File: src/cmdil_pkg.sv
// shared constants and types of the color match dilation unit
// used by every module of the block; no dependencies
`default_nettype none

package cmdil_pkg;

    // frame and window limits
    localparam int MAX_WIDTH  = 4096;
    localparam int MAX_HEIGHT = 4096;
    localparam int MAX_RADIUS = 2;
    localparam int LINES      = 2 * MAX_RADIUS + 1;

    // derived widths
    localparam int COL_W     = $clog2(MAX_WIDTH);
    localparam int ROW_W     = $clog2(MAX_HEIGHT);
    localparam int DIMW_W    = $clog2(MAX_WIDTH + 1);
    localparam int DIMH_W    = $clog2(MAX_HEIGHT + 1);
    localparam int SLOT_W    = $clog2(LINES);
    localparam int RR_W      = $clog2(MAX_RADIUS + 1);
    localparam int PIX_DEPTH = LINES * MAX_WIDTH;
    localparam int PIX_AW    = $clog2(PIX_DEPTH);
    localparam int LAG_W     = $clog2(MAX_RADIUS * MAX_WIDTH + MAX_RADIUS + 2);

    // fixed field widths
    localparam int PIX_W  = 24;
    localparam int RAD_W  = 2;
    localparam int SIZE_W = 13;
    localparam int CFG_AW = 2;
    localparam int CFG_DW = 24;

    // register indexes of the configuration port
    typedef enum logic [CFG_AW-1:0] {
        REG_MATCH_COLOR,
        REG_RADIUS,
        REG_IMAGE_WIDTH,
        REG_IMAGE_HEIGHT
    } cfg_reg_t;

    // command codes carried in tuser
    localparam logic CMD_PIXEL = 1'b0;
    localparam logic CMD_FLUSH = 1'b1;

    // one item leaving the position stage
    typedef struct packed {
        logic              valid;
        logic              push;       // pixel written, its column enters the window
        logic              emit;       // an output pixel leaves with this item
        logic              edge_px;    // output pixel lies within r of a frame edge
        logic              last;       // output pixel closes the frame
        logic              cur_match;  // match bit of the incoming pixel
        logic [SLOT_W-1:0] slot;       // line slot of the incoming pixel
        logic              fwd;        // delay read hits the entry written this cycle
        logic [PIX_W-1:0]  px;
    } s0_item_t;

    // match line store access
    typedef struct packed {
        logic              wr_en;
        logic              rd_en;
        logic [SLOT_W-1:0] slot;
        logic [COL_W-1:0]  col;
        logic              bit_val;
    } match_req_t;

    // pixel delay store access
    typedef struct packed {
        logic              wr_en;
        logic [PIX_AW-1:0] waddr;
        logic [PIX_W-1:0]  wdata;
        logic              rd_en;
        logic [PIX_AW-1:0] raddr;
    } pix_req_t;

endpackage

`default_nettype wire

File: src/cmdil_window.sv
// window stage: column shift register, window match test, output register
// depends on cmdil_pkg; fed by cmdil_ctrl and the two stores
`default_nettype none

module cmdil_window (
    input  wire logic                                aclk,
    input  wire logic                                aresetn,
    input  wire cmdil_pkg::s0_item_t                 item,
    input  wire logic [cmdil_pkg::LINES-1:0]         match_rd,
    input  wire logic [cmdil_pkg::PIX_W-1:0]         pix_rd,
    input  wire logic [cmdil_pkg::PIX_W-1:0]         match_color,
    input  wire logic [cmdil_pkg::SLOT_W-1:0]        win_span,
    output logic                                     s_ready,
    output logic                                     m_valid,
    input  wire logic                                m_ready,
    output logic [cmdil_pkg::PIX_W-1:0]              m_data,
    output logic                                     m_last
);

    localparam int LINES  = cmdil_pkg::LINES;
    localparam int SLOT_W = cmdil_pkg::SLOT_W;
    localparam int NCOL   = LINES - 1;

    // slot of the line d rows above the given one
    function automatic logic [SLOT_W-1:0] slot_back(input logic [SLOT_W-1:0] s,
                                                    input int unsigned d);
        logic [SLOT_W:0] t;
        t = {1'b0, s} + (SLOT_W+1)'(LINES) - (SLOT_W+1)'(d);
        if (t >= (SLOT_W+1)'(LINES)) begin
            t = t - (SLOT_W+1)'(LINES);
        end
        return t[SLOT_W-1:0];
    endfunction

    logic                        s1_valid_reg;
    cmdil_pkg::s0_item_t         s1_reg;
    logic [LINES-1:0]            col_reg [NCOL];
    logic [LINES-1:0]            col_vec;
    logic                        hit;
    logic                        adv_out;
    logic                        move;
    logic [cmdil_pkg::PIX_W-1:0] pix_src;
    logic [cmdil_pkg::PIX_W-1:0] out_pix;
    logic                        m_valid_reg;
    logic [cmdil_pkg::PIX_W-1:0] m_data_reg;
    logic                        m_last_reg;

    assign adv_out = !m_valid_reg || m_ready;
    assign s_ready = !s1_valid_reg || adv_out;
    assign move    = s1_valid_reg && adv_out;

    always_ff @(posedge aclk) begin
        if (!aresetn) begin
            s1_valid_reg <= 1'b0;
        end else if (s_ready) begin
            s1_valid_reg <= item.valid;
        end
    end

    always_ff @(posedge aclk) begin
        if (s_ready) begin
            s1_reg <= item;
        end
    end

    // column vector, bit d = match of the line d rows above the incoming one
    always_comb begin
        col_vec[0] = s1_reg.cur_match;
        for (int d = 1; d < LINES; d++) begin
            col_vec[d] = match_rd[slot_back(s1_reg.slot, d)];
        end
    end

    // any match inside the (2r+1) square, newest column first
    always_comb begin
        logic [LINES-1:0] c;
        hit = 1'b0;
        for (int j = 0; j < LINES; j++) begin
            c = (j == 0) ? col_vec : col_reg[(j == 0) ? 0 : j - 1];
            for (int d = 0; d < LINES; d++) begin
                if (SLOT_W'(j) <= win_span && SLOT_W'(d) <= win_span && c[d]) begin
                    hit = 1'b1;
                end
            end
        end
    end

    assign pix_src = s1_reg.fwd ? s1_reg.px : pix_rd;
    assign out_pix = (!s1_reg.edge_px && hit) ? match_color : pix_src;

    always_ff @(posedge aclk) begin
        if (move && s1_reg.push) begin
            col_reg[0] <= col_vec;
            for (int k = 1; k < NCOL; k++) begin
                col_reg[k] <= col_reg[k-1];
            end
        end
    end

    always_ff @(posedge aclk) begin
        if (!aresetn) begin
            m_valid_reg <= 1'b0;
        end else if (adv_out) begin
            m_valid_reg <= s1_valid_reg && s1_reg.emit;
        end
    end

    always_ff @(posedge aclk) begin
        if (adv_out) begin
            m_data_reg <= out_pix;
            m_last_reg <= s1_reg.last;
        end
    end

    assign m_valid = m_valid_reg;
    assign m_data  = m_data_reg;
    assign m_last  = m_last_reg;

endmodule

`default_nettype wire

File: config.mk
export PLATFORM = sky130hd
export DESIGN_NAME = cmdil_window
export DESIGN_NICKNAME = d
export VERILOG_FILES = /design/src/cmdil_pkg.sv /design/src/cmdil_window.sv
export SDC_FILE = /design/constraint.sdc
export NUM_CORES = 1
export LEC_CHECK = 0
export ABC_AREA = 1
export BUFFER_PORTS_ARGS = -buffer_cell sky130_fd_sc_hd__buf_2
export CAP_MARGIN = 40
export CELL_PAD_IN_SITES_DETAIL_PLACEMENT = 0
export CELL_PAD_IN_SITES_GLOBAL_PLACEMENT = 2
export CORE_UTILIZATION = 32
export CTS_CLUSTER_SIZE = 28
export DETAILED_ROUTE_END_ITERATION = 10
export GPL_TIMING_DRIVEN = 0
export PLACE_DENSITY_LB_ADDON = 0.15
export REMOVE_ABC_BUFFERS = 1
export SETUP_SLACK_MARGIN = 0.4
export SKIP_CTS_REPAIR_TIMING = 1
export SLEW_MARGIN = 25
export SYNTH_ARGS = -nofsm -noshare
export SYNTH_HDL_FRONTEND = slang
export SYNTH_SLANG_ARGS = --single-unit
File: constraint.sdc
create_clock -name aclk -period 4.07 [get_ports aclk]
set_clock_uncertainty 0.15 [all_clocks]
set_input_delay 0.407 -clock aclk [delete_from_list [all_inputs] [get_ports aclk]]
set_output_delay 0.407 -clock aclk [all_outputs]
set_load 0.05 [all_outputs]
# Word-level counts from Yosys, hierarchy flattened
# Memories as Yosys holds them, arrays and structs flattened.
# Index checks and enable logic that the tools add are counted.
# word_totals
reg_bits	60
ramBits	20
inputBits	93
output_inout_bits	27
wordCells	120
mem_count	1
# memory_table
memory	words	width	rd	rd_ports_with_merged_regs	wr	line_no	rtl
col_reg	4	5	4	0	4	cmdil_window.sv:37	logic [LINES-1:0] col_reg [NCOL];
# op_classes
add_sub_neg	9
magnitude_cmp	13
n_mux	41
reduce_logical	44
# op_table
cell	n
24-bit 2-to-1 mux	2
1-bit logical AND	39
1-bit 2-to-1 mux	31
4-bit by 3-bit >= comparator with 1-bit output, second input constant	4
3-bit by 4-bit < comparator with 1-bit output, second input constant	4
1-bit binary-select mux with 3-bit select	4
3-bit 2-to-1 mux	4
3-bit subtractor, second input constant	4
4-bit by 2-bit subtractor with 4-bit output, second input constant	2
1-bit by 3-bit less-or-equal comparator with 1-bit output, first input constant	2
2-bit by 3-bit less-or-equal comparator with 1-bit output, first input constant	2
3-bit by 3-bit adder with 4-bit output, second input constant	1
4-bit by 1-bit subtractor with 4-bit output, second input constant	1
4-bit by 3-bit subtractor with 4-bit output, second input constant	1
3-bit less-or-equal comparator, first input constant	1
1-bit logical NOT	3
1-bit logical OR	2

# Depth between registers and ports, before layout
# Gate-level depths: netlist (run 1).
# depth
word_depth	33
mapped_depth	20
ltp_nobuf	19

# Least setup slack after synthesis (run 1)
# Ideal clock, no wire load.
# synth_timing
path_type	reg-to-reg
start	reg s1_reg[25] in the netlist's numbering
end	reg m_data_reg (netlist bit m_data[17]) (data pin)
setup_time_ns	0.252
arrival_ns	2.603
t_required_ns	3.668
slack_ns	1.065
path_stages_with_launch	19
path_buffers	2
period_less_slack_ns	3.005
cell_sequence	edfxtp_1 buf_6 inv_4 ha_1 inv_1 ha_1 o21bai_1 nand3_2 nand2_1 nand2_1 nand2_1 nand3_1 nand3_1 nand2_2 a21oi_2 nand3_4 buf_2 nand3_1 nand2_2
# synth_between
word_cells_on_any_way	55
classes_between	add/sub (9); order compare (4); mux (37); reduce/logical (5)
# synth_rtl
item	line_no	rtl
start: declaration	cmdil_window.sv:36	cmdil_pkg::s0_item_t s1_reg;
start signal: assignment	cmdil_window.sv:62	s1_reg <= item;
3-bit by 3-bit adder with 4-bit output *	cmdil_window.sv:28	t = {1'b0, s} + (SLOT_W+1)'(LINES) - (SLOT_W+1)'(d);
4-bit by 2-bit subtractor with 4-bit output *	cmdil_window.sv:28	
4-bit by 3-bit >= comparator with 1-bit output / 3-bit subtractor (equally long branches)	cmdil_window.sv:29, cmdil_window.sv:30	
3-bit 2-to-1 mux *	cmdil_window.sv:29	if (t >= (SLOT_W+1)'(LINES)) begin
1-bit binary-select mux with 3-bit select *	cmdil_window.sv:70	col_vec[d] = match_rd[slot_back(s1_reg.slot, d)];
1-bit 2-to-1 mux (not written as such) *	cmdil_window.sv:70	
net col_vec[2]	cmdil_window.sv:38	logic [LINES-1:0] col_vec;
1-bit logical AND *	cmdil_window.sv:81	if (SLOT_W'(j) <= win_span && SLOT_W'(d) <= win_span && c[d]) begin
1-bit 2-to-1 mux * (23 in series)	cmdil_window.sv:81	
1-bit logical AND *	cmdil_window.sv:89	assign out_pix = (!s1_reg.edge_px && hit) ? match_color : pix_src;
24-bit 2-to-1 mux *	cmdil_window.sv:89	
net out_pix (one bit)	cmdil_window.sv:43	logic [cmdil_pkg::PIX_W-1:0] out_pix;
end signal: assignment	cmdil_window.sv:110	m_data_reg <= out_pix;
end: declaration	cmdil_window.sv:45	logic [cmdil_pkg::PIX_W-1:0] m_data_reg;
# Mark *: on every way through the listed nets, which the timed path passes. The rest lies on a longest branch. The select of a mux whose other input is x is not followed.
# A chain may end at the register's enable or synchronous reset.

# Worst setup path after layout (run 1)
# layout_timing
start	reg s1_reg[25] in the netlist's numbering
end	reg m_data_reg (netlist bit m_data[4]) (data pin)
# Same word-level chain as after synthesis.

==> results of run 1 <==
-- worst paths after layout --
| kind | startpoint | end | slack, ps | depth (start not counted) |
|---|---|---|---|---|
| max | s1_reg[25] | m_data[4] | 610 | 18 |
| min | item[26] | s1_reg[26] | 90 | 1 |
| max reg2reg | s1_reg[25] | m_data[4] | 610 | 18 |
| min reg2reg | s1_reg[29] | m_last | 280 | 0 |
-- layout by cell type (no fill, tap or decap), types with 3 or more instances in the layout --
master	n
o21ai_1	10
ha_1	7
nand3_1	48
nand3_2	4
o21ai_0	7
clkinv_1	4
edfxtp_1	78
clkbuf_16	9
nand2_2	28
nand2_4	3
a21oi_1	4
mux2_2	24
inv_2	3
nand4_1	7
buf_4	4
buf_2	119
nor2_1	8
nand3_4	4
inv_1	23
nand2_1	75
-- through the flow --
| step | util | instance area [um2] |
|---|---|---|
| after floorplan | - | 3983 |
| after global placement | 0.3937 | 4788 |
| after detailed placement | 0.4008 | 4875 |
| after CTS | 0.4243 | 5160 |
| after global routing | 0.4328 | 5264 |
| final | 0.4328 | 5264 |
-- logic make-up after synthesis --
group / count (synthesis) / synth area share
simple gates: 184 / 0.2334
xor+xnor: 1 / 0.002159
fa+ha+maj: 7 / 0.02158
compound gates: 29 / 0.04256
flops: 80 / 0.5871
buf+inv: 39 / 0.04656
mux: 24 / 0.06661
-- final cells by class --
| cell class | count | area [um2] |
|---|---|---|
| multi-input combinational | 247 | 1545 |
| clock buffer | 9 | 225.2 |
| tap | 168 | 210.2 |
| timing repair buffer | 128 | 726.9 |
| inverter | 29 | 113.9 |
| fill | 1193 | 6898 |
| clock inverter | 7 | 60.06 |
| sequential | 80 | 2382 |
-- critical path: cells and delay by family (launching register included) --
kind | cells | cell delay (ps)
flops | 1 | 540
fa+ha+maj | 2 | 760
compound gates | 2 | 390
buf+inv | 3 | 410
simple gates | 11 | 1040
-- metal layers --
| layer | global-route usage | vias up | wire [um] |
|---|---|---|---|
| met5 | 0 | - | 0 |
| met4 | 0.06667 | 0 | 176 |
| met3 | 0.04606 | 12 | 574 |
| met2 | 0.2558 | 76 | 5005 |
| met1 | 0.1850 | 1385 | 4291 |
| li1 | - | 1549 | - |
-- power by group through the flow --
stage               Combinational (mW)  Clock [mW]  Sequential (mW)
floorplan                        0.188           0             1.10
global placement                 0.395           0             1.00
detailed placement               0.408           0             1.00
CTS                              0.409       0.817            0.985
global route                     0.461       0.842            0.988
finish                           0.419       0.786            0.983
==> reports/results.txt, run 1 <==
Pre-CTS WS: -6.963 ps
Max reg flops: 32
CP max stage delay: 540 ps
Die area: 13130 um2
Final nets: 595
Tightest Pin Transition: 594.1 ps
Vias in the first global route: 2920
CP Data Arrival Time: 3510 ps
Share of the clock period used by the worst path after layout: 0.8499
Reg power frac: 0.449
N_diodes: 0
Post-synth EDFFs: 78
Max_cap viols: 0
Skew-Pair Late Insertion Delay: 340 ps
Grt ovf: 0
NetSw: 0.6097 mW
CP max FO: 13
Die span in x: 114.6 um
Drt first pass iters: 4
Core box area: 12160 um2
Most used cell, CP: nand2_1
Cell area after synthesis: 4058 um2
Fin crit period: 3459 ps
Slowest cell on the critical path: edfxtp_1
Yosys reg bits: 80
H-tree levels: 3
Startpoint Class: flop
Fmax: 289.1 MHz
Clock transition at path regs: 60 ps
Hold Fails Final Rpt: 0
Final routed DRC violation total: 0
Antenna viol nets, final: 0
Synth-to-layout area growth: 29.73%
Layout cells sized above 1: 0.4320
Gpl congestion: 0.7614
Final Non-Filler Cells: 668
Largest net degree at the start of global routing: 27
Initial Utilization: 0.3336
Yosys top cell area share: 0.5772
Port bufs: 119
Most common cell in the netlist: edfxtp_1
Total power: 2.188 mW
First-pass GRT wire length: 14.96 mm
Status: completed
Data required, critical path: 4120 ps
Setup violators final: 0
Placed cell count: 645
RSZ-0062 raised after global routing: false
Row count: 40
Max IR drop VDD: 153.7 uV
Routed WL: 10.05 mm
Comb power frac: 0.191
CTS Sinks: 80
Primary FF master, synth: edfxtp_1
Fin worst setup slack: 610.9 ps
Worst slew margin: 0.6034
Final TNS setup: 0 ps
Post-synthesis async set-or-reset flop share: 0
Pwr/cell area: 415.6 nW/um2
Sequential fraction of the synthesis area: 0.5871
Antenna violations before repair: 0
Switching share of power: 0.2787
Synth area leader: edfxtp_1
Top cells by count, synth: edfxtp_1 (78), nand2_1 (76), nand3_1 (48), nand2_2 (27), inv_1 (25)
Dominant cells by area after synthesis: edfxtp_1 (58%), nand2_1 (7.0%), mux2_2 (6.7%)
Post-DP HPWL: 7.065 mm
Pins over their slew limit: 0
Initial drt markers: 156
Clock power share: 0.359
Yosys warning count: 0
Average cell area after synthesis: 11.15 um2
Longest Clk Path Bufs: 2
WL per Instance: 15.04 um
P_leak: 2.331 nW
Top Ports: 120
Num CTS Buffers: 9
Crit-path cells: inv_4, ha_1, inv_2, ha_1, o21bai_1, nand3_2, nand2_1, nand2_1, nand2_1, nand3_1, nand3_1, nand2_2, a21oi_4, nand3_4, buf_12, nand2_8, nand2_1, nand2_1
Crit end category: flop
Internal power: 1.578 mW
Tot GR Track Use: 0.1540
CTS root buf: clkbuf_16
TritonCTS clock tree: built
Detail-routed via count per cell: 4.524
WHS: 88.60 ps
Distinct cells, synth: 37
Setup CP Type: reg -> reg
Synth Instances: 364
Via count: 3022
Die height: 114.6 um
Hold Crit Class: in -> reg
Note: power is estimated with default switching activity, not from simulation.
==> inputs of run 2 (changes only) <==
CORE_UTILIZATION = 29   (was 32)
clock period = 3.1 ns   (was 4.07 ns; I/O delays follow)
==> run 2 against run 1 <==
Against the previous run: the run now ends with setup timing left; maximum frequency grew 11%; first-iteration DRC count decreased by 6.4%; critical path type unchanged; cell area up 13%; register-to-register slack worse by 630 ps; combinational power rose by 58%; core utilization rose by 1.1 points; hold slack got worse by 37 ps; routed wire length up 11%; power increased by 41%; global-route usage fell by 0.80 points; die area up 10%.
==> reports/results.txt, run 2 (same netlist as run 1, synthesis figures left out) <==
Synth-to-layout area growth: 47.18%
Fin crit period: 3116 ps (-343.2 ps)
TritonCTS clock tree: built
Die area: 14470 um2 (+10%)
Num CTS Buffers: 9 (unchanged)
Die height: 120.3 um (+5.0%)
Hold path start: aresetn
RR Endpoint: m_data[17]
WL per Instance: 15.40 um (+2.4%)
CTS Sinks: 80 (unchanged)
Clock transition at path regs: 60 ps (about the same)
Max IR drop VDD: 376.1 uV (+140%)
Pins over their slew limit: 0 (unchanged)
Setup violators final: 3 (+3)
Final Non-Filler Cells: 723 (+8.2%)
First-pass GRT wire length: 15.81 mm (+5.7%)
Max Used Layer: met4
Setup CP Type: reg -> reg
Final nets: 642 (+7.9%)
Vias in the first global route: 3035 (+3.9%)
Share of the clock period used by the worst path after layout: 1.005 (+0.1552)
NetSw: 0.8456 mW (+39%)
H-tree levels: 3 (unchanged)
Final core occ: 0.4439 (+0.01110)
Tot GR Track Use: 0.1460 (-0.007995)
Clock power share: 0.367 (+0.008)
Fmax: 320.9 MHz (+11%)
Worst r2r src: s1_reg[25]
Worst R2R Path Depth: 18 (unchanged)
Wl on met1: 4.891 mm (+14%)
Hold endpoint: s1_valid_reg
Skew-Pair Late Insertion Delay: 340 ps (about the same)
Startpoint Class: flop
Gpl congestion: 0.7373 (-3.2%)
Largest net degree at the start of global routing: 28 (+3.7%)
Fin worst setup slack: -15.83 ps (-626.8 ps)
Commonest non-fill, non-tap cells in the layout: buf_2 (119), edfxtp_1 (78), nand2_1 (64), nand3_1 (39), nand2_2 (37)
Reg power frac: 0.419 (-0.030)
Max_cap viols: 0 (unchanged)
Antenna viol nets, final: 0 (unchanged)
Hold Crit Class: in -> reg
WHS: 51.96 ps (-36.63 ps)
Internal power: 2.230 mW (+41%)
Reg2reg setup slack: -20 ps (-630 ps)
Crit-path cells: buf_6, inv_6, ha_4, clkinvlp_4, ha_4, o21bai_4, nand3_2, nand2_2, nand2_2, nand2_1, nand3b_1, nand3_1, nand2_2, a21oi_4, buf_12, nand3_4, nand3_1, nand2_2
Commonest non-fill, non-tap cell in the layout: buf_2
Drt first pass iters: 4 (unchanged)
CP max stage delay: 390 ps (-150 ps)
Detail-routed via count per cell: 4.501 (-0.51%)
Routed WL: 11.14 mm (+11%)
N_diodes: 0 (unchanged)
Antenna violations before repair: 0 (unchanged)
Pwr/cell area: 515.0 nW/um2 (+24%)
Post-DP HPWL: 7.353 mm (+4.1%)
Via count: 3254 (+7.7%)
Switching share of power: 0.2749 (-0.003729)
Die span in x: 120.3 um (+5.0%)
Longest Clk Path Bufs: 2 (unchanged)
Most used cell, CP: nand2_2
CTS root buf: clkbuf_16
P_leak: 2.587 nW (+11%)
CP max FO: 9 (-4)
RSZ-0062 raised after global routing: true
Hold path depth: 3 (+2)
Core box area: 13450 um2 (+11%)
Placed cell count: 654 (+1.4%)
Met3 WL: 545 um (-5.1%)
Row count: 42 (+5.0%)
Failing checks: setup timing
Crit end category: flop
Tightest Pin Transition: 608.2 ps (+14.14 ps)
Status: complete, but fails checks
Worst slew margin: 0.5939 (-0.009442)
DR WL met2: 5.533 mm (+11%)
Max reg flops: 32 (unchanged)
Slowest cell on the critical path: edfxtp_1
Data required, critical path: 3050 ps (-1070 ps)
Layout cells sized above 1: 0.4735 (+0.04149)
Grt ovf: 0 (unchanged)
Fillers: 1293 (+8.4%)
Bufs and invs on worst path: 4 (+1)
Comb power frac: 0.215 (+0.024)
Initial drt markers: 146 (-6.4%)
Top Ports: 120 (unchanged)
Initial Utilization: 0.3016 (-0.03202)
Port bufs: 119 (unchanged)
Delay-heaviest family, CP: simple AND/OR/NAND/NOR gates
Final routed DRC violation total: 0 (unchanged)
CP Data Arrival Time: 3060 ps (-450 ps)
Hold Fails Final Rpt: 0 (unchanged)
## run 2: changes by cell type in the layout (fill, tap and decap cells not counted), sizes merged
cell         delta
clkinvlp        +2
clkinv          -2
nand2           +1
dlygate4sd3    +33
clkbuf          +1
bufinv          +1
inv             -1
nand3           +1
buf            +11
## run 2: cell type report
class                      count  area (um2)  share of cell area
clock buffer                   9       225.2             0.03771
clock inverter                 7       95.09             0.01592
inverter                      29       120.1             0.02011
multi-input combinational    249        1744              0.2921
sequential                    80        2382              0.3989
tap                          176       220.2             0.03687
timing repair buffer         173        1185              0.1984
## run 2: how the worst max path moves through the flow
stage,from,endpoint,slack (ps),depth (start not counted)
final,s1_reg[25],m_data[17],-20,18
after global routing,s1_reg[25],m_data[8],-190,18
after CTS,s1_reg[25],m_data[4],-1090,17
after detailed placement,s1_reg[25],m_data[0],-1060,17
after global placement,s1_reg[25],m_data[11],-1090,17
after floorplan,s1_reg[25],m_data[0],-130,17
## run 2: worst min-delay path, delay by kind of cell
| kind | cells | cell delay, ps |
|---|---|---|
| buffers and inverters | 2 | 160 |
| AOI/OAI and AO/OA | 1 | 40 |
## run 2: power by group through the flow
stage	registers, mW	clock network (mW)	logic [mW]
2_1_floorplan	1.44	0	0.246
3_3_place_gp	1.32	0	0.522
3_5_place_dp	1.31	0	0.543
4_1_cts	1.29	1.16	0.545
5_1_grt	1.29	1.20	0.722
6_report	1.29	1.13	0.660
## run 2: through the flow
stage	instance area [um2]	TNS, ps	power (mW)	setup WS [ps]
3_5_place_dp	4896	-25080	1.858	-1059
5_1_grt	5972	-4335	3.221	-194.8
6_report	5972	-30.99	3.076	-15.83
3_3_place_gp	4798	-25830	1.840	-1088
4_1_cts	5216	-25880	3.000	-1093
2_1_floorplan	3983	-2962	1.684	-125.9
## run 2: per-layer routing
layer | vias up | track usage
met3 | 14 | 0.04481
met5 | - | 0
met2 | 78 | 0.2392
li1 | 1649 | -
met1 | 1513 | 0.1796
met4 | 0 | 0.05556
