<file path="src/cmdil_pkg.sv">
// shared constants and types of the color match dilation unit
// used by every module of the block; no dependencies
`default_nettype none

package cmdil_pkg;

    // frame and window limits
    localparam int MAX_WIDTH  = 4096;
    localparam int MAX_HEIGHT = 4096;
    localparam int MAX_RADIUS = 2;
    localparam int LINES      = 2 * MAX_RADIUS + 1;

    // derived widths
    localparam int COL_W     = $clog2(MAX_WIDTH);
    localparam int ROW_W     = $clog2(MAX_HEIGHT);
    localparam int DIMW_W    = $clog2(MAX_WIDTH + 1);
    localparam int DIMH_W    = $clog2(MAX_HEIGHT + 1);
    localparam int SLOT_W    = $clog2(LINES);
    localparam int RR_W      = $clog2(MAX_RADIUS + 1);
    localparam int PIX_DEPTH = LINES * MAX_WIDTH;
    localparam int PIX_AW    = $clog2(PIX_DEPTH);
    localparam int LAG_W     = $clog2(MAX_RADIUS * MAX_WIDTH + MAX_RADIUS + 2);

    // fixed field widths
    localparam int PIX_W  = 24;
    localparam int RAD_W  = 2;
    localparam int SIZE_W = 13;
    localparam int CFG_AW = 2;
    localparam int CFG_DW = 24;

    // register indexes of the configuration port
    typedef enum logic [CFG_AW-1:0] {
        REG_MATCH_COLOR,
        REG_RADIUS,
        REG_IMAGE_WIDTH,
        REG_IMAGE_HEIGHT
    } cfg_reg_t;

    // command codes carried in tuser
    localparam logic CMD_PIXEL = 1'b0;
    localparam logic CMD_FLUSH = 1'b1;

    // one item leaving the position stage
    typedef struct packed {
        logic              valid;
        logic              push;       // pixel written, its column enters the window
        logic              emit;       // an output pixel leaves with this item
        logic              edge_px;    // output pixel lies within r of a frame edge
        logic              last;       // output pixel closes the frame
        logic              cur_match;  // match bit of the incoming pixel
        logic [SLOT_W-1:0] slot;       // line slot of the incoming pixel
        logic              fwd;        // delay read hits the entry written this cycle
        logic [PIX_W-1:0]  px;
    } s0_item_t;

    // match line store access
    typedef struct packed {
        logic              wr_en;
        logic              rd_en;
        logic [SLOT_W-1:0] slot;
        logic [COL_W-1:0]  col;
        logic              bit_val;
    } match_req_t;

    // pixel delay store access
    typedef struct packed {
        logic              wr_en;
        logic [PIX_AW-1:0] waddr;
        logic [PIX_W-1:0]  wdata;
        logic              rd_en;
        logic [PIX_AW-1:0] raddr;
    } pix_req_t;

endpackage

`default_nettype wire

</file>
<file path="src/cmdil_ctrl.sv">
// configuration registers, input and output position counters, emit decision
// depends on cmdil_pkg; drives the two stores and the window stage
`default_nettype none

module cmdil_ctrl (
    input  wire logic                                 aclk,
    input  wire logic                                 aresetn,
    input  wire logic                                 cfg_wr_en,
    input  wire logic [cmdil_pkg::CFG_AW-1:0]         cfg_addr,
    input  wire logic [cmdil_pkg::CFG_DW-1:0]         cfg_wdata,
    input  wire logic                                 accept,
    input  wire logic                                 command,
    input  wire logic [cmdil_pkg::PIX_W-1:0]          pixel_in,
    output logic [cmdil_pkg::PIX_W-1:0]               match_color,
    output logic [cmdil_pkg::SLOT_W-1:0]              win_span,
    output cmdil_pkg::s0_item_t                       item,
    output cmdil_pkg::match_req_t                     mreq,
    output cmdil_pkg::pix_req_t                       preq
);

    localparam int COL_W  = cmdil_pkg::COL_W;
    localparam int ROW_W  = cmdil_pkg::ROW_W;
    localparam int DIMW_W = cmdil_pkg::DIMW_W;
    localparam int DIMH_W = cmdil_pkg::DIMH_W;
    localparam int SLOT_W = cmdil_pkg::SLOT_W;
    localparam int RR_W   = cmdil_pkg::RR_W;
    localparam int LAG_W  = cmdil_pkg::LAG_W;
    localparam int PIX_AW = cmdil_pkg::PIX_AW;

    function automatic logic [SLOT_W-1:0] slot_inc(input logic [SLOT_W-1:0] s);
        logic [SLOT_W-1:0] n;
        n = (s == SLOT_W'(cmdil_pkg::LINES - 1)) ? '0 : s + SLOT_W'(1);
        return n;
    endfunction

    // configuration
    logic [cmdil_pkg::PIX_W-1:0]  match_color_reg;
    logic [cmdil_pkg::RAD_W-1:0]  radius_reg;
    logic [cmdil_pkg::SIZE_W-1:0] width_reg;
    logic [cmdil_pkg::SIZE_W-1:0] height_reg;
    logic                         geom_wr;

    // positions
    logic [DIMH_W-1:0] in_row_reg,   in_row_next;
    logic [COL_W-1:0]  in_col_reg,   in_col_next;
    logic [SLOT_W-1:0] in_slot_reg,  in_slot_next;
    logic [ROW_W-1:0]  out_row_reg,  out_row_next;
    logic [COL_W-1:0]  out_col_reg,  out_col_next;
    logic [SLOT_W-1:0] out_slot_reg, out_slot_next;
    logic [LAG_W-1:0]  pend_reg,     pend_next;

    logic [DIMW_W-1:0] w_eff;
    logic [DIMH_W-1:0] h_eff;
    logic [RR_W-1:0]   r_eff;
    logic [LAG_W-1:0]  lag;
    logic              complete;
    logic              wr_pix;
    logic              emit;
    logic              in_row_end;
    logic              out_row_end;
    logic              last;
    logic              edge_px;
    logic              cur_match;
    logic [PIX_AW-1:0] waddr;
    logic [PIX_AW-1:0] raddr;

    always_ff @(posedge aclk) begin
        if (!aresetn) begin
            match_color_reg <= '0;
            radius_reg      <= cmdil_pkg::RAD_W'(1);
            width_reg       <= cmdil_pkg::SIZE_W'(4096);
            height_reg      <= cmdil_pkg::SIZE_W'(4096);
        end else if (cfg_wr_en) begin
            case (cfg_addr)
                cmdil_pkg::REG_MATCH_COLOR:  match_color_reg <= cfg_wdata[cmdil_pkg::PIX_W-1:0];
                cmdil_pkg::REG_RADIUS:       radius_reg      <= cfg_wdata[cmdil_pkg::RAD_W-1:0];
                cmdil_pkg::REG_IMAGE_WIDTH:  width_reg       <= cfg_wdata[cmdil_pkg::SIZE_W-1:0];
                cmdil_pkg::REG_IMAGE_HEIGHT: height_reg      <= cfg_wdata[cmdil_pkg::SIZE_W-1:0];
                default: ;
            endcase
        end
    end

    assign geom_wr = cfg_wr_en && (cfg_addr inside {cmdil_pkg::REG_RADIUS,
                                                    cmdil_pkg::REG_IMAGE_WIDTH,
                                                    cmdil_pkg::REG_IMAGE_HEIGHT});

    // clamped geometry
    always_comb begin
        if (width_reg == '0) begin
            w_eff = DIMW_W'(1);
        end else if (width_reg > cmdil_pkg::MAX_WIDTH) begin
            w_eff = DIMW_W'(cmdil_pkg::MAX_WIDTH);
        end else begin
            w_eff = DIMW_W'(width_reg);
        end
        if (height_reg == '0) begin
            h_eff = DIMH_W'(1);
        end else if (height_reg > cmdil_pkg::MAX_HEIGHT) begin
            h_eff = DIMH_W'(cmdil_pkg::MAX_HEIGHT);
        end else begin
            h_eff = DIMH_W'(height_reg);
        end
        if (radius_reg > cmdil_pkg::MAX_RADIUS) begin
            r_eff = RR_W'(cmdil_pkg::MAX_RADIUS);
        end else begin
            r_eff = RR_W'(radius_reg);
        end
    end

    // pixels between input and output: r rows plus r pixels
    assign lag      = LAG_W'(r_eff) * LAG_W'(w_eff) + LAG_W'(r_eff);
    assign win_span = SLOT_W'({r_eff, 1'b0});

    assign complete  = in_row_reg >= h_eff;
    assign wr_pix    = accept && !complete && (command == cmdil_pkg::CMD_PIXEL);
    assign emit      = (wr_pix && (pend_reg >= lag)) || (accept && complete);
    assign cur_match = pixel_in == match_color_reg;

    assign in_row_end  = (DIMW_W'(in_col_reg) + DIMW_W'(1)) >= w_eff;
    assign out_row_end = (DIMW_W'(out_col_reg) + DIMW_W'(1)) >= w_eff;
    assign last        = ((DIMH_W'(out_row_reg) + DIMH_W'(1)) >= h_eff) && out_row_end;

    // output pixel inside the frame by at least r on every side
    always_comb begin
        logic row_ok;
        logic col_ok;
        row_ok  = (DIMH_W'(out_row_reg) >= DIMH_W'(r_eff))
               && ((DIMH_W+1)'(out_row_reg) + (DIMH_W+1)'(r_eff) < (DIMH_W+1)'(h_eff));
        col_ok  = (DIMW_W'(out_col_reg) >= DIMW_W'(r_eff))
               && ((DIMW_W+1)'(out_col_reg) + (DIMW_W+1)'(r_eff) < (DIMW_W+1)'(w_eff));
        edge_px = !(row_ok && col_ok);
    end

    always_comb begin
        in_row_next   = in_row_reg;
        in_col_next   = in_col_reg;
        in_slot_next  = in_slot_reg;
        out_row_next  = out_row_reg;
        out_col_next  = out_col_reg;
        out_slot_next = out_slot_reg;
        pend_next     = pend_reg;
        if (wr_pix) begin
            if (in_row_end) begin
                in_col_next  = '0;
                in_row_next  = in_row_reg + DIMH_W'(1);
                in_slot_next = slot_inc(in_slot_reg);
            end else begin
                in_col_next = in_col_reg + COL_W'(1);
            end
            if (!emit) begin
                pend_next = pend_reg + LAG_W'(1);
            end
        end
        if (emit) begin
            if (out_row_end) begin
                out_col_next  = '0;
                out_row_next  = out_row_reg + ROW_W'(1);
                out_slot_next = slot_inc(out_slot_reg);
            end else begin
                out_col_next = out_col_reg + COL_W'(1);
            end
        end
        // frame done or geometry changed: start over at the origin
        if ((emit && last) || geom_wr) begin
            in_row_next   = '0;
            in_col_next   = '0;
            in_slot_next  = '0;
            out_row_next  = '0;
            out_col_next  = '0;
            out_slot_next = '0;
            pend_next     = '0;
        end
    end

    always_ff @(posedge aclk) begin
        if (!aresetn) begin
            in_row_reg   <= '0;
            in_col_reg   <= '0;
            in_slot_reg  <= '0;
            out_row_reg  <= '0;
            out_col_reg  <= '0;
            out_slot_reg <= '0;
            pend_reg     <= '0;
        end else begin
            in_row_reg   <= in_row_next;
            in_col_reg   <= in_col_next;
            in_slot_reg  <= in_slot_next;
            out_row_reg  <= out_row_next;
            out_col_reg  <= out_col_next;
            out_slot_reg <= out_slot_next;
            pend_reg     <= pend_next;
        end
    end

    assign waddr = PIX_AW'(in_slot_reg) * PIX_AW'(cmdil_pkg::MAX_WIDTH) + PIX_AW'(in_col_reg);
    assign raddr = PIX_AW'(out_slot_reg) * PIX_AW'(cmdil_pkg::MAX_WIDTH) + PIX_AW'(out_col_reg);

    always_comb begin
        mreq.wr_en   = wr_pix;
        mreq.rd_en   = wr_pix;
        mreq.slot    = in_slot_reg;
        mreq.col     = in_col_reg;
        mreq.bit_val = cur_match;

        preq.wr_en = wr_pix;
        preq.waddr = waddr;
        preq.wdata = pixel_in;
        preq.rd_en = emit;
        preq.raddr = raddr;

        item.valid     = wr_pix || emit;
        item.push      = wr_pix;
        item.emit      = emit;
        item.edge_px   = edge_px;
        item.last      = last;
        item.cur_match = cur_match;
        item.slot      = in_slot_reg;
        item.fwd       = wr_pix && emit && (waddr == raddr);
        item.px        = pixel_in;
    end

    assign match_color = match_color_reg;

endmodule

`default_nettype wire

</file>
<file path="config.mk">
export PLATFORM = sky130hd
export DESIGN_NAME = cmdil_ctrl
export DESIGN_NICKNAME = d
export VERILOG_FILES = /design/src/cmdil_pkg.sv /design/src/cmdil_ctrl.sv
export SDC_FILE = /design/constraint.sdc
export NUM_CORES = 1
export LEC_CHECK = 0
export ABC_AREA = 1
export BUFFER_PORTS_ARGS = -buffer_cell sky130_fd_sc_hd__buf_2
export CORE_UTILIZATION = 30
export DETAILED_ROUTE_END_ITERATION = 12
export REMOVE_ABC_BUFFERS = 1
export SETUP_SLACK_MARGIN = 0.02
export SYNTH_ARGS = -nofsm -noshare
export SYNTH_HDL_FRONTEND = slang
export SYNTH_SLANG_ARGS = --single-unit
</file>
<file path="constraint.sdc">
create_clock -name aclk -period 11 [get_ports aclk]
set_input_delay 3.3 -clock aclk [delete_from_list [all_inputs] [get_ports aclk]]
set_output_delay 3.3 -clock aclk [all_outputs]
set_load 0.01 [all_outputs]
</file>
# Word level (Yosys, flattened, before mapping)
# Cells that the tools add are included.
# classes
n_mux	9
n_reduce_logical	29
bitwise	3
n_mul	1
add_sub_neg	15
shifts	0
div_mod_pow	0
eq_ne	7
n_lt_le_gt_ge	12
# op_table
cell	count
$ge A13 B13 Y1	4
$mux W13	4
$add A12 B1 Y13 const B	3
$add A12 B1 Y12 const B	3
$add A15 B12 Y15	2
$add A12 B2 Y13	2
$gt A13 B13 Y1 const B	2
$logic_not A13 Y1	2
$lt A13 B13 Y1	2
$eq A24 B24 Y1	1
$ge A12 B2 Y1	2
$mux W12	2
$eq A15 B15 Y1	1
$add A14 B1 Y14 const B	1
$add A14 B2 Y14	1
$ge A14 B14 Y1	1
$mul A2 B13 Y14	1
$reduce_and A2 Y1	7
$add A13 B1 Y13 const B	1
$logic_and A1 B1 Y1	12
$add A3 B1 Y3 const B	2
$eq A3 B3 Y1 const B	2
$mux W3	2
$eq A2 B2 Y1 const B	2
9 further kinds	14
# word_totals
out_inout_bits	135
ram_bits	0
romBits	0
in_bits	55
mem_count	0
latchBits	0
register_bits	121

# Longest topological paths before layout
# Gate-level depths: netlist of run 1.
# logic_depth
depth_word	12
depth_mapped	32
depth_no_buf	30

# Worst setup path before layout of run 1
# No wires, ideal clock.
# synth_path
path_kind	reg-to-output
start	register width_reg[8] in the netlist's numbering
end	output item[31] in the netlist's numbering
stages_incl_launch_ff	29
path_slack_ns	3.198
arrival_time_ns	4.502
n_path_buf	4
path_cell_list	dfxtp_1 > nor4_1 > nand2_1 > nand2_1 > clkbuf_1 > nand3_1 > fa_1 > inv_1 > ha_1 > inv_1 > fa_1 > nand3b_1 > nand2_1 > a21boi_0 > o21ai_0 > a31oi_1 > xor2_1 > ha_1 > nand2_1 > inv_1 > o21bai_1 > nand2_1 > a21oi_1 > nand3_1 > nand2_4 > nand2_2 > buf_6 > buf_6 > buf_4
# synth_via
elab_chain_cells	8
word_cells_on_any_way	9
classes_between	add/sub (1); mul (1); order compare (2); mux (2); reduce/logical (3)
# synth_lines
element	line_no	text
start, declared	cmdil_ctrl.sv:39	logic [cmdil_pkg::SIZE_W-1:0] width_reg;
start signal, assigned	cmdil_ctrl.sv:71	width_reg <= cmdil_pkg::SIZE_W'(4096);
start signal, assigned	cmdil_ctrl.sv:77	cmdil_pkg::REG_IMAGE_WIDTH: width_reg <= cfg_wdata[cmdil_pkg::SIZE_W-1:0];
$gt A13 B13 Y1	cmdil_ctrl.sv:92	end else if (width_reg > cmdil_pkg::MAX_WIDTH) begin
$mux W13	cmdil_ctrl.sv:92	
$mux W13 *	cmdil_ctrl.sv:90	if (width_reg == '0) begin
$mul A2 B13 Y14 *	cmdil_ctrl.sv:112	assign lag = LAG_W'(r_eff) * LAG_W'(w_eff) + LAG_W'(r_eff);
$add A14 B2 Y14 *	cmdil_ctrl.sv:112	
$ge A14 B14 Y1 *	cmdil_ctrl.sv:117	assign emit = (wr_pix && (pend_reg >= lag)) || (accept && complete);
$logic_and A1 B1 Y1 *	cmdil_ctrl.sv:117	
$logic_or A1 B1 Y1 *	cmdil_ctrl.sv:117	
end, declared	cmdil_ctrl.sv:16	output cmdil_pkg::s0_item_t item,
# Every way passes the cells marked *; elsewhere a longest branch is shown, timed or not.

==> impl_metrics.py, run 1 <==
metrics = {
    "run_status": {
        "status": "completed",
    },
    "global_route": {
        "top_usage_layer": "met2",
        "grt_antenna_before_repair": 0,
        "overflow": 0,
        "use_met2": 0.276,
        "use_met3": 0.0316,
        "grt_pass1_vias": 8796,
        "grt_max_degree": 70,
        "grt_pass1_wl_um": 47100,
        "use_met1": 0.219,
        "grtUsageTotal": 0.169,
    },
    "sta": {
        "fin_worst_skew_ps": 17.5,
        "setup_viol": 0,
        "max-slew-margin-rel": 0.408,
        "finalCritPeriodShare": 0.872,
        "drv_slew": 0,
        "tightestPinTransition_ps": 888,
        "rsz0062_at_grt": "no",
        "finalWorstSetupSlack_ps": 1410,
        "fmax_ghz": 0.104,
        "final_hold_viol_count": 0,
        "hold_ws_ps": 479,
        "final.min_clock_period_ps": 9590,
        "tns_ps": 0,
    },
    "setup_path": {
        "reg2reg_from": "radius_reg[1]",
        "reg2reg_to": "pend_reg[8]",
        "crit_start": "radius_reg[1]",
        "cp.arrival_ps": 6290,
        "cp_slowest_cell": "fa_1",
        "critPathBufInv": 6,
        "cpLargestDelayFamily": "simple AND/OR/NAND/NOR gates",
        "cp-end-kind": "primary output",
        "cp_common_cell": "inv_1",
        "r2r_slack_ps": 4220,
        "crit_path_start_kind": "register",
        "r2r_cells": 27,
        "cp_data_required_time_ps": 7700,
        "crit_type": "register to primary output",
        "max_stage_delay_ps": 470,
        "cp_max_fo": 31,
    },
    "power": {
        "power_frac_clock": 0.471,
        "netSwitchingPower_w": 0.000384,
        "p_total_w": 0.00122,
        "switching_share": 0.316,
        "power_density_mw_per_mm2": 105,
        "leakage_nw": 5.56,
        "max-vdd-ir-drop_mv": 0.112,
        "internal_power_w": 0.000832,
        "combPwrFrac": 0.151,
        "seqPwrFrac": 0.378,
    },
    "routing": {
        "routed_wl_um": 30000,
        "vias": 9738,
        "drt-initial-drc-count": 538,
        "first_pass_iters": 5,
        "via_per_inst": 4.82,
        "ant_nets": 0,
        "wire_per_inst_um": 14.9,
        "drc": 0,
    },
    "placed_design": {
        "io_buffers": 188,
        "post-place-ws_ps": 1940,
        "dp_hpwl_um": 22900,
        "gp_congestion": 0.835,
    },
    "yosys": {
        "synth_edf_count": 0,
        "async_flop_share": 0,
        "synth_area_mm2": 0.0104,
        "synth_seq_cells": 121,
        "synth_cells": 1481,
        "syn_avg_cell_area_um2": 7.00,
        "synth.distinct_cells": 38,
        "synth_ff_type": "dfxtp_1",
        "ys_warn_count": 0,
        "synth_seq_area_share": 0.234,
    },
    "cells_and_area": {
        "multi_input_area_mm2": 0.00663,
        "syn2layout_area_growth_pct": 12.0,
        "nNetsFinal": 1747,
        "drive_gt1_frac": 0.157,
        "antenna_cells": 0,
        "final_util": 0.344,
        "seqCellArea_mm2": 0.00242,
        "nFillCells": 3584,
        "largest_reg_flops": 24,
    },
    "floorplan": {
        "initial_core_util": 0.307,
        "die_width_um": 188,
        "dieArea_mm2": 0.0353,
        "die_y_um": 188,
        "coreArea_mm2": 0.0338,
        "ios": 190,
        "rows": 67,
    },
    "job": {
        "maxCapViolations": 0,
    },
    "clock_network": {
        "cts_resized": 0,
        "cts_tree": "done",
        "clkTransAtPathRegs_ps": 70,
        "htreeDepth": 4,
        "cts_buffers": 17,
        "clk_latency_ps": 440,
        "cts.sinks": 121,
        "post-cts-setup-buffers": 0,
        "cts_buffer_depth": 2,
        "clock-root-buffer": "clkbuf_16",
        "hold_buffers": 0,
    },
    "worst_hold_path": {
        "hp-start": "radius_reg[0]",
        "holdPathStages": 2,
        "min_to": "radius_reg[0]",
        "hp-class": "register to register",
    },
}
==> power by group through the flow <==
stage	clock network, W	logic [W]	registers, W
finish	0.000573	0.000183	0.000460
global placement	0	0.000181	0.000469
detailed placement	0	0.000183	0.000469
CTS	0.000586	0.000184	0.000460
floorplan	0	0.000102	0.000469
global route	0.000606	0.000205	0.000461
==> per-layer routing <==
layer | vias up | wire [µm]
li1 | 4936 | -
met1 | 4423 | 13800
met2 | 340 | 13600
met3 | 39 | 1820
met4 | 0 | 837
met5 | - | 0
==> worst max path at each step <==
stage,slack [ps],to,cells after the start
detailed placement,1940,item[31],25
global route,950,preq[15],25
CTS,1440,item[31],25
global placement,2100,item[31],25
finish,1410,item[31],25
floorplan,2850,item[31],5
==> synth_stat cells, drive strengths merged (2+ instances only) <==
| cell type | instances | share of area |
|---|---|---|
| nand2 | 284 | 0.10 |
| nor2 | 185 | 0.068 |
| ha | 130 | 0.16 |
| a21oi | 124 | 0.064 |
| dfxtp | 121 | 0.23 |
| inv | 121 | 0.044 |
| buf | 104 | 0.073 |
| nand3 | 82 | 0.041 |
| o21ai | 79 | 0.038 |
| xor2 | 69 | 0.058 |
| xnor2 | 52 | 0.044 |
| clkbuf | 29 | 0.011 |
| nor3 | 29 | 0.014 |
| nand4 | 27 | 0.016 |
| nand3b | 12 | 0.0087 |
| nor4 | 12 | 0.0072 |
| and3 | 4 | 0.0024 |
| fa | 4 | 0.0077 |
| o21bai | 3 | 0.0022 |
| a211oi | 2 | 0.0014 |
| or2 | 2 | 0.0012 |
==> layout make-up <==
type	count	area share
clock inverter	15	0.0136
timing repair buffer	191	0.0830
tap	448	0.0483
inverter	121	0.0391
clock buffer	17	0.0366
sequential	121	0.209
multi-input combinational	1106	0.571
==> per-stage QoR <==
| step | cells | instance area (µm²) |
|---|---|---|
| 2_1_floorplan | 1348 | 9510 |
| 3_5_place_dp | 1987 | 11000 |
| 3_3_place_gp | 1987 | 11000 |
| 4_1_cts | 2019 | 11600 |
| 6_report | 2019 | 11600 |
| 5_1_grt | 2019 | 11600 |
==> layout by cell type, fill, tap and decap left out, types with 2 or more instances in the layout <==
cell	count
nor2_1	182
inv_1	120
a21oi_1	113
nand3b_1	12
a211oi_1	2
nand2_1	279
a21oi_2	11
and3_1	4
nand3_2	2
nand4_1	27
nor4_1	12
nand2_2	4
clkbuf_16	17
inv_8	4
clkinv_4	4
o21ai_0	79
inv_6	4
xor2_1	69
fa_1	4
o21bai_1	3
nor2_2	2
buf_4	3
nor3_1	29
or2_2	2
xnor2_1	52
ha_1	130
dfxtp_1	121
nand3_1	80
buf_2	188
==> kinds of logic after synthesis <==
kind of cell	count (synthesis)	share of synthesized area
other cells	1	0.000362
flops	121	0.234
compound gates	213	0.109
fa+ha+maj	134	0.165
xor+xnor	121	0.102
simple gates	637	0.263
buf+inv	254	0.127
==> worst min-delay path: cells and delay by family, from the launching register on <==
family / cells / cell delay, ps
and+or+nand+nor: 2 / 110
DFF: 1 / 340
(Power assumes the default switching activity.)
==> run 2, diff against run 1 <==
Settings changed: PLACE_DENSITY_LB_ADDON set to 0.05, SETUP_SLACK_MARGIN 0.02 to not set.
==> impl_metrics.py, run 2 (synthesis gave the netlist of run 1 again) <==
metrics = {
    "run_status": {
        "status": "completed",
    },
    "sta": {
        "final_hold_viol_count": 0,
        "finalCritPeriodShare": 0.832,
        "max-slew-margin-rel": 0.371,
        "tns_ps": 0,
        "final.min_clock_period_ps": 9160,
        "fmax_ghz": 0.109,
        "drv_slew": 0,
        "rsz0062_at_grt": "no",
        "tightestPinTransition_ps": 943,
        "fin_worst_skew_ps": 14.2,
        "setup_viol": 0,
    },
    "routing": {
        "wl_met3_um": 695,
        "wire_per_inst_um": 15.5,
        "top_layer": "met4",
        "ant_nets": 0,
        "wl_met1_um": 15800,
        "drt-initial-drc-count": 433,
        "via_per_inst": 4.62,
        "vias": 9355,
        "drc": 0,
        "first_pass_iters": 5,
        "routed_wl_um": 31400,
        "met2_length_um": 14800,
    },
    "floorplan": {
        "coreArea_mm2": 0.0338,
        "die_y_um": 188,
        "initial_core_util": 0.307,
        "ios": 190,
        "dieArea_mm2": 0.0353,
        "die_width_um": 188,
        "rows": 67,
    },
    "setup_path": {
        "max_stage_delay_ps": 480,
        "cp-end-kind": "primary output",
        "cp_slowest_cell": "fa_1",
        "cp_max_fo": 15,
        "crit_type": "register to primary output",
        "cp.arrival_ps": 5860,
        "cp_data_required_time_ps": 7700,
        "cp_common_cell": "inv_1",
        "cpLargestDelayFamily": "simple AND/OR/NAND/NOR gates",
        "critPathBufInv": 6,
        "crit_path_start_kind": "register",
    },
    "clock_network": {
        "cts_tree": "done",
        "hold_buffers": 0,
        "cts_resized": 0,
        "cts_buffers": 17,
        "htreeDepth": 4,
        "cts.sinks": 121,
        "clkTransAtPathRegs_ps": 60,
        "clk_latency_ps": 440,
        "post-cts-setup-buffers": 0,
        "clock-root-buffer": "clkbuf_16",
        "cts_buffer_depth": 2,
    },
    "power": {
        "leakage_nw": 5.58,
        "power_density_mw_per_mm2": 105,
        "max-vdd-ir-drop_mv": 0.105,
    },
    "cells_and_area": {
        "multi_input_area_mm2": 0.00663,
        "syn2layout_area_growth_pct": 12.3,
        "drive_gt1_frac": 0.159,
        "antenna_cells": 0,
        "final_common_cell": "nand2_1",
        "final_cell_mix": "nand2_1, buf_2, nor2_1",
        "largest_reg_flops": 24,
        "nFillCells": 3756,
        "nNetsFinal": 1751,
        "design_area_mm2": 0.0116,
        "seqCellArea_mm2": 0.00242,
    },
    "placed_design": {
        "dp_hpwl_um": 23900,
        "placedInstanceArea_mm2": 0.0111,
        "gp_congestion": 0.798,
        "io_buffers": 188,
    },
    "worst_hold_path": {
        "hp-class": "register to register",
    },
    "job": {
        "maxCapViolations": 0,
    },
    "global_route": {
        "overflow": 0,
        "grt_antenna_before_repair": 0,
        "grt_pass1_vias": 9068,
        "grt_max_degree": 70,
        "grt_pass1_wl_um": 50600,
        "grtUsageTotal": 0.182,
    },
}
==> run 2: changes by cell type in the layout (fill, tap and decap cells not counted), sizes merged <==
cell,before,now
inv,129,130
clkinv,5,3
buf,191,195
clkbuf,17,18
==> run 2: final timing paths <==
kind	from	end	slack [ps]	depth (start not counted)
worst max register to register	radius_reg[1]	pend_reg[1]	4170	28
worst max-delay path	radius_reg[1]	preq[15]	1840	25
worst min-delay path	radius_reg[0]	radius_reg[0]	470	2
worst min register to register	radius_reg[0]	radius_reg[0]	470	2
==> run 2: worst reg2reg max path, delay by kind of cell, from the launching register on <==
family                   cells  cell delay, ps
flip-flops                   1             420
XOR/XNOR                     1             170
buffers and inverters        6            1960
adder cells (fa/ha/maj)      4            1310
AO/OA/AOI/OAI                3             630
AND/OR/NAND/NOR             14            2220
==> run 2: stage by stage <==
| step | setup WS (ps) | hold WS, ps | instances | utilization | power (W) |
|---|---|---|---|---|---|
| 2_1_floorplan | 2850 | 429 | 1348 | - | 0.000571 |
| 3_3_place_gp | 2380 | 458 | 1991 | 0.327 | 0.000656 |
| 3_5_place_dp | 2240 | 453 | 1991 | 0.327 | 0.000655 |
| 4_1_cts | 1750 | 479 | 2023 | 0.345 | 0.00125 |
| 5_1_grt | 1310 | 507 | 2023 | 0.345 | 0.00129 |
| 6_report | 1840 | 470 | 2023 | 0.345 | 0.00123 |
==> run 2: layer usage <==
| layer | vias up | GRT usage |
|---|---|---|
| met5 | - | 0 |
| met4 | 0 | 0.0319 |
| met3 | 11 | 0.0240 |
| met2 | 119 | 0.307 |
| met1 | 4279 | 0.249 |
| li1 | 4946 | - |
==> run 2: cell type report <==
type,count,area share
clock inverter,14,0.0129
timing repair buffer,195,0.0853
multi-input combinational,1106,0.569
tap,448,0.0481
clock buffer,18,0.0377
inverter,121,0.0390
sequential,121,0.208
==> run 2: where the power goes <==
group          internal, W  switching (W)  leakage (nW)
combinational    0.0000633       0.000119          4.31
clock             0.000326       0.000259         0.287
sequential        0.000449      0.0000102         0.981
total             0.000839       0.000388          5.58
==> run 3, diff against run 2 <==
Clock period 11 ns to 7.54 ns, I/O delays scaled along.
==> impl_metrics.py, run 3 (synthesis gave the netlist of run 1 again) <==
metrics = {
    "run_status": {
        "status": "completed",
    },
    "floorplan": {
        "rows": 67,
        "die_y_um": 188,
        "ios": 190,
        "die_width_um": 188,
        "initial_core_util": 0.307,
        "coreArea_mm2": 0.0338,
        "dieArea_mm2": 0.0353,
    },
    "setup_path": {
        "max_stage_delay_ps": 350,
        "cp.arrival_ps": 4850,
        "cp_max_fo": 9,
        "crit_path_start_kind": "register",
        "cp_common_cell": "nand2_1",
        "cp_cell_sequence": "nor4_4 -> nand2_1 -> nand2_1 -> buf_4 -> nand2_1 -> nor2_1 -> ha_1 -> ha_1 -> nand2_1 -> o21ai_0 -> a21oi_1 -> nand3b_1 -> o21ai_0 -> xnor2_1 -> ha_1 -> nand2_1 -> o21bai_1 -> nand2_1 -> a21oi_1 -> nand3_2 -> nand2_4 -> buf_12 -> nor2_1 -> buf_2",
        "cpLargestDelayFamily": "simple AND/OR/NAND/NOR gates",
        "cp-end-kind": "primary output",
        "cp_slowest_cell": "ha_1",
        "cp_data_required_time_ps": 5280,
        "r2r_slack_ps": 1930,
        "crit_type": "register to primary output",
        "reg2reg_from": "width_reg[8]",
        "r2r_cells": 28,
        "critPathBufInv": 3,
        "reg2reg_to": "out_slot_reg[0]",
        "crit_cells": 24,
    },
    "routing": {
        "first_pass_iters": 7,
        "vias": 9549,
        "drt-initial-drc-count": 472,
        "drc": 0,
        "via_per_inst": 4.69,
        "ant_nets": 0,
        "wire_per_inst_um": 15.7,
        "routed_wl_um": 32000,
    },
    "placed_design": {
        "io_buffers": 188,
        "gp_congestion": 0.838,
        "dp_hpwl_um": 24400,
    },
    "global_route": {
        "overflow": 0,
        "grt_max_degree": 53,
        "grtUsageTotal": 0.181,
        "grt_pass1_wl_um": 49900,
        "grt_antenna_before_repair": 0,
        "grt_pass1_vias": 8975,
    },
    "clock_network": {
        "cts.sinks": 121,
        "hold_buffers": 0,
        "cts_tree": "done",
        "htreeDepth": 4,
        "cts_buffers": 17,
        "cts_buffer_depth": 2,
        "clock-root-buffer": "clkbuf_16",
        "clkTransAtPathRegs_ps": 60,
        "clk_latency_ps": 440,
    },
    "cells_and_area": {
        "nNetsFinal": 1762,
        "final_util": 0.350,
        "nFillCells": 3650,
        "drive_gt1_frac": 0.166,
        "antenna_cells": 0,
        "syn2layout_area_growth_pct": 14.0,
        "final_common_cell": "nand2_1",
        "largest_reg_flops": 24,
        "final_cell_mix": "nand2_1, buf_2, nor2_1",
    },
    "sta": {
        "final_hold_viol_count": 0,
        "drv_slew": 0,
        "fin_worst_skew_ps": 9.41,
        "final.min_clock_period_ps": 7110,
        "setup_viol": 0,
        "tns_ps": 0,
        "finalCritPeriodShare": 0.943,
        "rsz0062_at_grt": "no",
        "fmax_ghz": 0.141,
        "max-slew-margin-rel": 0.313,
        "tightestPinTransition_ps": 1030,
    },
    "worst_hold_path": {
        "hp-start": "radius_reg[0]",
        "holdPathStages": 2,
        "hp-class": "register to register",
        "min_to": "radius_reg[0]",
    },
    "job": {
        "maxCapViolations": 0,
    },
    "power": {
        "max-vdd-ir-drop_mv": 0.153,
        "power_density_mw_per_mm2": 158,
        "leakage_nw": 5.67,
    },
}
-- run 3: cell types whose count changed in the layout (fill, tap and decap cells not counted), sizes merged --
cell / previous run / this run
bufinv: 1 / 4
inv: 130 / 128
clkinvlp: 1 / 0
buf: 195 / 205
nand2: 284 / 285
-- run 3: timing repair --
item,CTS,global route
pin swaps,0,2
resized for setup,1,5
buffers inserted,0,5
endpoints found under the setup margin,2,3
gates cloned,0,1
-- run 3: worst max-delay path by stage --
stage / slack [ps] / to / start
after detailed placement: 440 / preq[15] / width_reg[8]
after CTS: 40 / preq[15] / width_reg[8]
after global placement: 520 / item[31] / width_reg[8]
final: 430 / item[24] / width_reg[8]
after floorplan: 580 / item[31] / radius_reg[1]
after global routing: 10 / item[24] / width_reg[8]
-- run 3: cell type report --
| cell class | instances | area [µm²] | area share |
|---|---|---|---|
| inverter | 121 | 454 | 0.0384 |
| multi-input combinational | 1107 | 6660 | 0.563 |
| timing repair buffer | 205 | 1090 | 0.0925 |
| tap | 448 | 561 | 0.0474 |
| clock buffer | 18 | 429 | 0.0363 |
| clock inverter | 14 | 210 | 0.0178 |
| sequential | 121 | 2420 | 0.205 |
-- run 3: tightest hold or removal path: stages, from the launching register on --
cell     delay [ps]
dfxtp_1         330
nand2_1          50
nand3_1          60
-- run 3: per-layer routing --
metal,global-route usage,wire length [µm],vias up
met1,0.241,15300,4351
met3,0.0288,1080,27
met5,0,0,-
met4,0.0444,345,0
met2,0.303,15200,186
li1,-,-,4985
-- run 3: power by group --
part	leakage (nW)	switching, W	internal [W]
combinational	4.38	0.000179	0.0000992
sequential	0.981	0.0000147	0.000655
clock	0.313	0.000361	0.000564
total	5.67	0.000554	0.00132
-- run 3: per-stage QoR --
step / instance area (µm²) / hold WS (ps) / instances / total power [W] / setup WS (ps)
global placement: 11100 / 449 / 1996 / 0.000962 / 525
CTS: 11800 / 466 / 2028 / 0.00190 / 42.4
finish: 11800 / 468 / 2034 / 0.00187 / 431
global route: 11800 / 503 / 2034 / 0.00197 / 12.9
floorplan: 9510 / 429 / 1348 / 0.000833 / 580
detailed placement: 11100 / 451 / 1996 / 0.000962 / 444
